## config.mk

```make
export PLATFORM = sky130hd
export DESIGN_NAME = sfc_mac
export DESIGN_NICKNAME = d
export VERILOG_FILES = /design/src/hdl/sfc_pkg.sv /design/src/hdl/sfc_mac.sv
export SDC_FILE = /design/constraint.sdc
export NUM_CORES = 1
export LEC_CHECK = 0
export BUFFER_PORTS_ARGS = -buffer_cell sky130_fd_sc_hd__buf_4
export CORE_MARGIN = 4
export CORE_UTILIZATION = 45
export CTS_CLUSTER_SIZE = 20
export DETAILED_ROUTE_END_ITERATION = 8
export PLACE_DENSITY = 0.68
export SLEW_MARGIN = 20
export SYNTH_ARGS = -nofsm -noshare
export SYNTH_HDL_FRONTEND = slang
export SYNTH_SLANG_ARGS = --single-unit
```

## constraint.sdc

```tcl
create_clock -name clk -period 17.77 [get_ports clk]
set_clock_uncertainty 0.15 [all_clocks]
set_input_delay 0.8885 -clock clk [delete_from_list [all_inputs] [get_ports clk]]
set_output_delay 0.8885 -clock clk [all_outputs]
set_load 0.005 [all_outputs]
```

## src/hdl/sfc_pkg.sv

```systemverilog
// shared constants, codes and types of the stereo fir convolver
package sfc_pkg;

  localparam int MAX_TAPS_DEF = 1024;

  localparam int SAMPLE_W   = 16;
  localparam int COEF_W     = 16;
  localparam int TAP_IDX_W  = 10;
  localparam int TIU_W      = 11;
  localparam int GAIN_W     = 16;
  localparam int CFG_IDX_W  = 2;
  localparam int CFG_DATA_W = 16;

  // q2.30 sum times q4.12 gain back to q1.15
  localparam int ROUND_SH = 27;

  localparam logic [CFG_IDX_W-1:0] CFG_TAPS_IN_USE = 2'd0;
  localparam logic [CFG_IDX_W-1:0] CFG_STEREO_MODE = 2'd1;
  localparam logic [CFG_IDX_W-1:0] CFG_GAIN        = 2'd2;

  localparam logic OP_SAMPLE = 1'b0;
  localparam logic OP_LOAD   = 1'b1;

  localparam logic CH_LEFT  = 1'b0;
  localparam logic CH_RIGHT = 1'b1;

  localparam logic [TIU_W-1:0]  TIU_RESET  = 11'd1024;
  localparam logic [GAIN_W-1:0] GAIN_RESET = 16'd4096;

  localparam logic signed [SAMPLE_W-1:0] OUT_MAX = 16'sh7fff;
  localparam logic signed [SAMPLE_W-1:0] OUT_MIN = 16'sh8000;

  typedef struct packed {
    logic valid;
    logic last;
  } mac_ctl_t;

endpackage

```

## src/hdl/sfc_mac.sv

```systemverilog
// registered multiply and accumulate for one output channel
module sfc_mac #(
  parameter int ACC_W = 2 * sfc_pkg::SAMPLE_W + $clog2(sfc_pkg::MAX_TAPS_DEF)
) (
  input  logic                               clk,
  input  logic                               rst,
  input  logic                               clear,
  input  sfc_pkg::mac_ctl_t                  ctl,
  input  logic signed [sfc_pkg::SAMPLE_W-1:0] x,
  input  logic signed [sfc_pkg::COEF_W-1:0]   tap,
  output logic signed [ACC_W-1:0]            acc,
  output logic                               done
);

  localparam int PROD_W = sfc_pkg::SAMPLE_W + sfc_pkg::COEF_W;

  sfc_pkg::mac_ctl_t        p2;
  logic signed [PROD_W-1:0] prod;

  always_ff @(posedge clk) begin
    if (rst) begin
      p2   <= '0;
      done <= 1'b0;
    end else begin
      p2   <= ctl;
      done <= p2.valid && p2.last;
    end
  end

  always_ff @(posedge clk) begin
    prod <= x * tap;
    if (clear) begin
      acc <= '0;
    end else if (p2.valid) begin
      acc <= acc + ACC_W'(prod);
    end
  end

endmodule

```

==> metrics.csv <==
stage;metric;value;unit
status;status;finished clean;
detailed_routing;drt_first_pass_iters;5;
layout;drive_above_1_share;6.24;%
clock_tree;cts_hold_buf;0;
worst_hold_path;min-delay-start;p2[0];
grt;grt_pass1_wl;55.1;mm
logic_synthesis;synth_area_per_cell;8.89;µm²
place;port-buffer-count;79;
logic_synthesis;yosysWarningCount;0;
logic_synthesis;ys.flop_type;dfxtp_1;
setup_path;crit_arrival;6.79;ns
timing;tightest_slew;0.660;ns
setup_path;start_kind;input pin;
timing;hold_viol;0;
place;place.detailed.hpwl;27.4;mm
layout;finalInstanceArea;15400;µm²
floorplan;core;30700;µm²
setup_path;cp_max_fo;13;
setup_path;cp_top_family;adder cells;
detailed_routing;vias_per_cell;5.30;
layout;antenna-diode-count;0;
timing;max_freq;149;MHz
timing;drv_slew;0;
detailed_routing;drc_errors;0;
setup_path;cp_num_buf_inv;4;
clock_tree;htree_levels;3;
floorplan;dieHeight;185;µm
setup_path;critPathKind;input pin to register;
timing;rsz0062_at_grt;no;
detailed_routing;highest_layer;met4;
floorplan;start_util;46.0;%
floorplan;num_rows;64;
timing;fin_crit;6.72;ns
clock_tree;cts_root_buffer;clkbuf_16;
setup_path;required;17.84;ns
detailed_routing;drt_first_iter_violations;589;
clock_tree;clkTransAtPathRegs;0.06;ns
clock_tree;clk_latency;0.34;ns
timing;setup_violations;0;
logic_synthesis;syn_area;14100;µm²
timing;fin_ws;11.05;ns
flow_run;maxCapViolations;0;
place;gp_congestion;0.881;
clock_tree;cts_resized;0;
layout;area_delta_synth_final;8.73;%
logic_synthesis;syn_nets;2012;
place;dpl_cell_area;15000;µm²
setup_path;rr_startpoint;acc[0];
detailed_routing;ant_nets;0;
detailed_routing;vias;10800;
floorplan;die_area;34300;µm²
setup_path;startpoint;tap[15];
place;place_ws;10.67;ns
setup_path;crit_chain;buf_4, inv_1, nor2_1, fa_1, fa_1, fa_1, fa_1, fa_1, inv_1, fa_1, inv_1, ha_1, and3_1, nand2_1, o21ai_0, nand3_1, o31ai_1, a31oi_1, o311ai_0;
clock_tree;cts_tree;built;
grt;overflow;0;
grt;antenna_found_initial;0;
detailed_routing;totalWireLength;33.2;mm
layout;nets;2052;
detailed_routing;wl_met1;14.1;mm
timing;relSlewSlack;55.7;%
clock_tree;numCtsBuffers;9;
detailed_routing;wl_met3;1.49;mm
logic_synthesis;ys_async_sr_fraction;0;%
detailed_routing;dr_wl_met2;16.7;mm
detailed_routing;wire_per_inst;16.3;µm
clock_tree;cts_sinks;77;
logic_synthesis;syn_inst;1589;
logic_synthesis;synth-seq-area-share;10.9;%
grt;grt_pass1_vias;11200;
grt;grt_max_degree;44;
setup_path;crit_path_frequent_cell;fa_1;
setup_path;endpoint_kind;register;
grt;track_usage;19.9;%
setup_path;critPathSlowestCell;fa_1;
setup_path;max_stage_delay;0.56;ns
floorplan;die_w;185;µm
logic_synthesis;ys_types;57;
clock_tree;cts_setup_buffers;0;
timing;setup_tns;0;ns
floorplan;num_io_pins;80;
clock_tree;clockBufferDepth;2;
logic_synthesis;ys_ff_latch;77;
worst_hold_path;hp-class;register to register;
timing;post-route-period-util;37.8;%
logic_synthesis;synth_enable_flop_cells;0;
## layout make-up
type                       count  area (µm²)
clock buffer                  13         260
inverter                     305        1140
tap                          396         495
clock inverter                 3        67.6
timing repair buffer          80         601
sequential                    77        1540
multi-input combinational   1156       11300
fill                        2895       15400
## logic make-up (layout without fill, tap and decap cells)
| family | Yosys count | count (layout) | synth area share, % |
|---|---|---|---|
| AO/OA/AOI/OAI | 211 | 211 | 9.71 |
| XOR/XNOR | 67 | 67 | 4.15 |
| adder cells (fa/ha/maj) | 386 | 386 | 48.2 |
| buffers and inverters | 356 | 401 | 9.46 |
| flip-flops | 77 | 77 | 10.9 |
| multiplexers | 22 | 22 | 1.56 |
| AND/OR/NAND/NOR | 470 | 470 | 16.1 |
## final timing paths
kind	endpoint	slack [ns]	cells past startpoint
setup / recovery	prod[30]	11.05	19
hold / removal	done	0.27	2
setup reg to reg	acc[28]	14.13	13
hold reg to reg	done	0.27	2
## cells in the mapped netlist (18+ instances only)
cell | count | area (µm²)
dfxtp_1 | 77 | 1540
a21o_1 | 35 | 263
a21oi_1 | 64 | 320
clkbuf_1 | 50 | 188
nand3_1 | 18 | 90.1
xnor2_1 | 46 | 403
o21ai_0 | 34 | 170
xor2_1 | 21 | 184
mux2i_1 | 22 | 220
and2_1 | 126 | 788
nor2_1 | 95 | 357
inv_1 | 304 | 1140
nand2_1 | 164 | 616
ha_1 | 123 | 1540
fa_1 | 263 | 5270
## layout by cell type, fill, tap and decap left out, types with 10 or more instances in the layout
cell type | netlist | routed
a211oi_1 | 11 | 11
a21o_1 | 35 | 35
a21oi_1 | 64 | 64
and2_1 | 126 | 126
buf_4 | 0 | 80
dfxtp_1 | 77 | 76
fa_1 | 263 | 263
ha_1 | 123 | 123
inv_1 | 304 | 304
mux2i_1 | 22 | 22
nand2_1 | 164 | 164
nand2b_1 | 15 | 15
nand3_1 | 18 | 18
nand4_1 | 10 | 10
nor2_1 | 95 | 95
nor2b_1 | 11 | 11
o21ai_0 | 34 | 34
xnor2_1 | 46 | 46
xor2_1 | 21 | 21
## metrics by stage
stage	util (%)	hold WS (ns)	instances
4_1_cts	50.0	0.273	2030
2_1_floorplan	-	0.254	1589
3_3_place_gp	48.9	0.258	2014
5_1_grt	50.0	0.305	2030
3_5_place_dp	48.9	0.265	2014
6_report	50.0	0.271	2030
## metal layers
| metal | GRT usage, % | vias to the layer above |
|---|---|---|
| met1 | 26.1 | 5323 |
| met2 | 35.3 | 328 |
| li1 | - | 5038 |
| met3 | 1.73 | 61 |
| met5 | 0 | - |
| met4 | 5.55 | 0 |
## worst min-delay path: cells and delay by family (launching register included)
| family | cells | cell delay, ns |
|---|---|---|
| simple gates | 2 | 0.08 |
| flops | 1 | 0.30 |
## registers in the layout, summed over array words and instances (netlist names)
register / count
acc: 42
done: 1
p2: 2
prod: 32
Power is not shown: default switching activity piles up to over one toggle a cycle in this logic, so the estimate is an artifact.
