### src/hdl/sfc_pkg.sv
// shared constants, codes and types of the stereo fir convolver
package sfc_pkg;

  localparam int MAX_TAPS_DEF = 1024;

  localparam int SAMPLE_W   = 16;
  localparam int COEF_W     = 16;
  localparam int TAP_IDX_W  = 10;
  localparam int TIU_W      = 11;
  localparam int GAIN_W     = 16;
  localparam int CFG_IDX_W  = 2;
  localparam int CFG_DATA_W = 16;

  // q2.30 sum times q4.12 gain back to q1.15
  localparam int ROUND_SH = 27;

  localparam logic [CFG_IDX_W-1:0] CFG_TAPS_IN_USE = 2'd0;
  localparam logic [CFG_IDX_W-1:0] CFG_STEREO_MODE = 2'd1;
  localparam logic [CFG_IDX_W-1:0] CFG_GAIN        = 2'd2;

  localparam logic OP_SAMPLE = 1'b0;
  localparam logic OP_LOAD   = 1'b1;

  localparam logic CH_LEFT  = 1'b0;
  localparam logic CH_RIGHT = 1'b1;

  localparam logic [TIU_W-1:0]  TIU_RESET  = 11'd1024;
  localparam logic [GAIN_W-1:0] GAIN_RESET = 16'd4096;

  localparam logic signed [SAMPLE_W-1:0] OUT_MAX = 16'sh7fff;
  localparam logic signed [SAMPLE_W-1:0] OUT_MIN = 16'sh8000;

  typedef struct packed {
    logic valid;
    logic last;
  } mac_ctl_t;

endpackage

### src/hdl/sfc_scale.sv
// gain scaling in two partial products, round half up and saturate
module sfc_scale #(
  parameter int ACC_W = 2 * sfc_pkg::SAMPLE_W + $clog2(sfc_pkg::MAX_TAPS_DEF)
) (
  input  logic                                clk,
  input  logic                                rst,
  input  logic                                start,
  input  logic signed [ACC_W-1:0]             acc,
  input  logic [sfc_pkg::GAIN_W-1:0]          gain,
  output logic signed [sfc_pkg::SAMPLE_W-1:0] res,
  output logic                                done
);

  localparam int GW   = sfc_pkg::GAIN_W;
  localparam int LO_W = ACC_W / 2;
  localparam int HI_W = ACC_W - LO_W;
  localparam int V_W  = ACC_W + GW + 2;
  localparam int RS_W = V_W - sfc_pkg::ROUND_SH;
  localparam logic signed [RS_W-1:0] SAT_HI = RS_W'(sfc_pkg::OUT_MAX);
  localparam logic signed [RS_W-1:0] SAT_LO = RS_W'(sfc_pkg::OUT_MIN);

  logic                          v1;
  logic                          v2;
  logic [LO_W+GW-1:0]            plo;
  logic signed [HI_W+GW:0]       phi;
  logic signed [V_W-1:0]         vsum;
  logic signed [RS_W-1:0]        rsh;
  logic signed [sfc_pkg::SAMPLE_W-1:0] sat;

  assign vsum = (V_W'(phi) <<< LO_W) + $signed(V_W'(plo))
              + (V_W'(1) <<< (sfc_pkg::ROUND_SH - 1));

  always_comb begin
    if (rsh > SAT_HI) begin
      sat = sfc_pkg::OUT_MAX;
    end else if (rsh < SAT_LO) begin
      sat = sfc_pkg::OUT_MIN;
    end else begin
      sat = sfc_pkg::SAMPLE_W'(rsh);
    end
  end

  always_ff @(posedge clk) begin
    if (rst) begin
      v1   <= 1'b0;
      v2   <= 1'b0;
      done <= 1'b0;
    end else begin
      v1   <= start;
      v2   <= v1;
      done <= v2;
    end
  end

  always_ff @(posedge clk) begin
    if (start) begin
      plo <= acc[LO_W-1:0] * gain;
      phi <= $signed(acc[ACC_W-1:LO_W]) * $signed({1'b0, gain});
    end
    if (v1) begin
      rsh <= RS_W'(vsum >>> sfc_pkg::ROUND_SH);
    end
    if (v2) begin
      res <= sat;
    end
  end

endmodule

### config.mk
export PLATFORM = sky130hd
export DESIGN_NAME = sfc_scale
export DESIGN_NICKNAME = d
export VERILOG_FILES = /design/src/hdl/sfc_pkg.sv /design/src/hdl/sfc_scale.sv
export SDC_FILE = /design/constraint.sdc
export NUM_CORES = 2
export LEC_CHECK = 0
export ABC_AREA = 0
export BUFFER_PORTS_ARGS = -buffer_cell sky130_fd_sc_hd__clkbuf_2
export CAP_MARGIN = 20
export CORE_UTILIZATION = 55
export CTS_CLUSTER_SIZE = 8
export DETAILED_ROUTE_END_ITERATION = 7
export HOLD_SLACK_MARGIN = 0.05
export PLACE_DENSITY_LB_ADDON = 0.3
export SLEW_MARGIN = 20
export SYNTH_ARGS = -nofsm -noshare
export SYNTH_HDL_FRONTEND = slang
export SYNTH_SLANG_ARGS = --single-unit
### constraint.sdc
create_clock -name clk -period 12.38 [get_ports clk]
set_input_delay 1.857 -clock clk [delete_from_list [all_inputs] [get_ports clk]]
set_output_delay 1.857 -clock clk [all_outputs]
set_load 0.02 [all_outputs]
==> impl_metrics.yaml <==
worst_setup_path:
  crit_top_cell: "fa_1"
  r2r_end: "rsh[32]$_DFFE_PP_"
  cp_max_fo: 42
  cp-end-kind: "flop"
  critPathKind: "primary input to flop"
  worst-path-buf-inv: 6
  path_cells: "buf_2, nand2_1, fa_1, inv_1, fa_1, fa_1, inv_1, fa_1, inv_1, fa_1, inv_1, fa_1, inv_1, ha_1, and4_1, nand3_1, a21oi_1, o2111ai_2, a21o_1, a31oi_1, o31a_1, nor2_1, a211o_1"
  cpLargestDelayFamily: "adder cells"
  worstSetupStartpointType: "primary input"
  slowest_delay_ns: 0.81
  cpMaxStageDelayCell: "buf_2"
  worst-r2r-setup-slack_ns: 8.93
  r2r_start: "plo[34]$_DFFE_PP_"
  critPathArrivalTime_ns: 8.63
  worstPathRequired_ns: 12.51
  r2r_cells: 11
sta:
  finalClockSkew_ns: 0.0205
  fin_crit_ns: 8.50
  hold_viol: 0
  finalSetupViolations: 0
  period_share_pct: 68.7
  slew_violations: 0
  fmax_ghz: 0.118
  worst_pin_slew_ns: 1.10
  relSlewSlack_pct: 26.5
  rsz0062_at_grt: "false"
  finalSetupTns_ns: 0
  layout_setup_ws_ns: 3.88
clock_tree:
  cts_tree: "done"
  cts_hold_buffers: 0
  h-tree-depth: 3
  cts_max_path_buffers: 2
  cts_setup_buffers: 0
  cts-resized-gates: 0
  clk_latency_ns: 0.38
  cts_made_buffers: 9
  cts-root-buf: "clkbuf_16"
  cts_sinks: 106
  cts.reportedPaths.clkPinSlew_ns: 0.08
floorplanning:
  start_util_pct: 55.7
  rows: 81
  io_pins: 78
  core_um2: 48800
  die_x_um: 224
  die_area_um2: 50400
  die_y_um: 224
routing:
  totalWireLength_um: 65000
  drc: 0
  wl_per_cell_um: 18.2
  ant_nets: 0
  first_pass_iters: 5
  drtIter0Drc: 1237
  vias: 19400
  via_per_inst: 5.42
global_route:
  grt_max_degree: 56
  grt_pass1_vias: 22000
  grt-ovfl-total: 0
  antenna_found_initial: 1
  grt_use_total_pct: 27.9
  grt_first_pass_wirelength_um: 110000
synth:
  syn_nets: 3802
  synth_cells: 2912
  ys_warn_count: 0
  ys.flop_type: "edfxtp_1"
  syn_area_um2: 27200
  ys_types: 59
  synth-edff-count: 103
  avgSynthCellArea_um2: 9.35
  async_flop_share_pct: 0
  ys_seq_area_share_pct: 11.6
  synth-seq-cells: 106
finish:
  seqCellArea_um2: 3150
  nNetsFinal: 3795
  syn2layout_area_growth_pct: 4.54
  multi_input_comb_area_um2: 20900
  antennaDiodeCount: 0
  drive_gt1_share_pct: 4.19
  nFillCells: 4380
flow_run:
  drv_cap: 0
place:
  place_congestion: 0.938
  place_ws_ns: 3.51
  post-dp-hpwl_um: 50500
  io_buffers: 77
min_path:
  hp-start: "rsh[6]$_DFFE_PP_"
  holdPathStages: 2
  hp-class: "flop to flop"
  min_to: "res[6]$_SDFFCE_PN1P_"
outcome:
  outcome: "finished clean"
-- state kept, by name, indices dropped and copies added, names as in the netlist --
signal and flops:
res 16, v1 1, rsh 33, done 1
phi 38, plo 16, v2 1
-- placed cells by master, fill, tap and decap left out, types with 28 or more instances in the layout --
cell type and n:
and2_1 268, fa_1 598, a21o_1 28, inv_1 737
ha_1 231, nor2_1 78, edfxtp_1 103, nand2_1 442
xnor2_1 55, clkbuf_2 76, a21oi_1 50
-- area by class of cell --
type / count / share of cell area [%]
clock buffers: 9 / 0.791
well taps: 664 / 2.92
multi-input cells: 1958 / 73.4
repair buffers: 93 / 1.78
inverters: 737 / 9.72
flip-flops and latches: 106 / 11.1
clock inverters: 7 / 0.321
-- synth_stat cells (all sizes together) (3+ instances only) --
cell | count | area, µm²
a211o | 4 | 35.0
a211oi | 9 | 72.6
a21boi | 3 | 22.5
a21o | 28 | 210
a21oi | 53 | 277
a221oi | 3 | 32.5
a31oi | 6 | 37.5
a41o | 3 | 30.0
and2 | 268 | 1680
and3 | 4 | 25.0
and4 | 3 | 26.3
clkbuf | 110 | 413
dfxtp | 3 | 60.1
edfxtp | 103 | 3090
fa | 598 | 12000
ha | 231 | 2890
inv | 737 | 2770
nand2 | 442 | 1660
nand2b | 9 | 56.3
nand3 | 27 | 140
nand4 | 10 | 62.6
nor2 | 79 | 304
nor2b | 11 | 68.8
nor3 | 10 | 50.1
nor4 | 7 | 43.8
o211ai | 3 | 22.5
o21a | 6 | 45.0
o21ai | 26 | 130
o21bai | 6 | 45.0
o31ai | 3 | 22.5
or2 | 4 | 25.0
or3 | 3 | 18.8
xnor2 | 55 | 482
xor2 | 23 | 201
-- through the flow --
stage                     hold slack, ns  utilization (%)  cell area (µm²)  cells
after floorplan                    0.513                -            27200   2912
after global routing               0.579             58.3            28500   3574
final                              0.545             58.3            28500   3574
after global placement             0.518             57.6            28100   3558
after detailed placement           0.524             57.6            28100   3558
after CTS                          0.546             58.3            28500   3574
-- worst register-to-register path: stages, from the launching register on --
cell and delay [ns]:
edfxtp_1 0.51, ha_1 0.34, ha_1 0.37, o211ai_1 0.13, a211oi_1 0.23, o21ba_1 0.19, or3_1 0.38, a21oi_2 0.36
nand3_2 0.20, nor2_4 0.18, nand3_1 0.12, and2_1 0.19
-- layer usage --
| metal | track usage, % | vias up | share of wire [%] |
|---|---|---|---|
| met5 | 0 | - | 0 |
| met4 | 11.1 | 0 | 4.2 |
| met3 | 4.11 | 168 | 6.9 |
| met2 | 48.1 | 759 | 49 |
| met1 | 35.5 | 9889 | 40 |
| li1 | - | 8571 | - |
-- logic make-up after synthesis --
| kind of cell | after synthesis | synth area share [%] |
|---|---|---|
| mux | 1 | 0.0368 |
| buf+inv | 848 | 11.7 |
| simple gates | 878 | 15.3 |
| xor+xnor | 78 | 2.51 |
| flops | 106 | 11.6 |
| compound gates | 172 | 4.31 |
| fa+ha+maj | 829 | 54.6 |
-- worst max-delay path by stage --
stage,endpoint,depth (start not counted),slack (ns),startpoint
2_1_floorplan,phi[37]$_DFFE_PP_,22,4.63,acc[31]
3_3_place_gp,plo[33]$_DFFE_PP_,23,3.60,gain[3]
3_5_place_dp,phi[37]$_DFFE_PP_,23,3.51,gain[3]
4_1_cts,phi[37]$_DFFE_PP_,23,3.89,gain[3]
5_1_grt,phi[37]$_DFFE_PP_,23,3.59,gain[3]
6_report,phi[37]$_DFFE_PP_,23,3.88,gain[3]
Power is left out: the tool's default activity adds up to more than one toggle a clock period on the data nets, which glitch-free logic cannot reach.
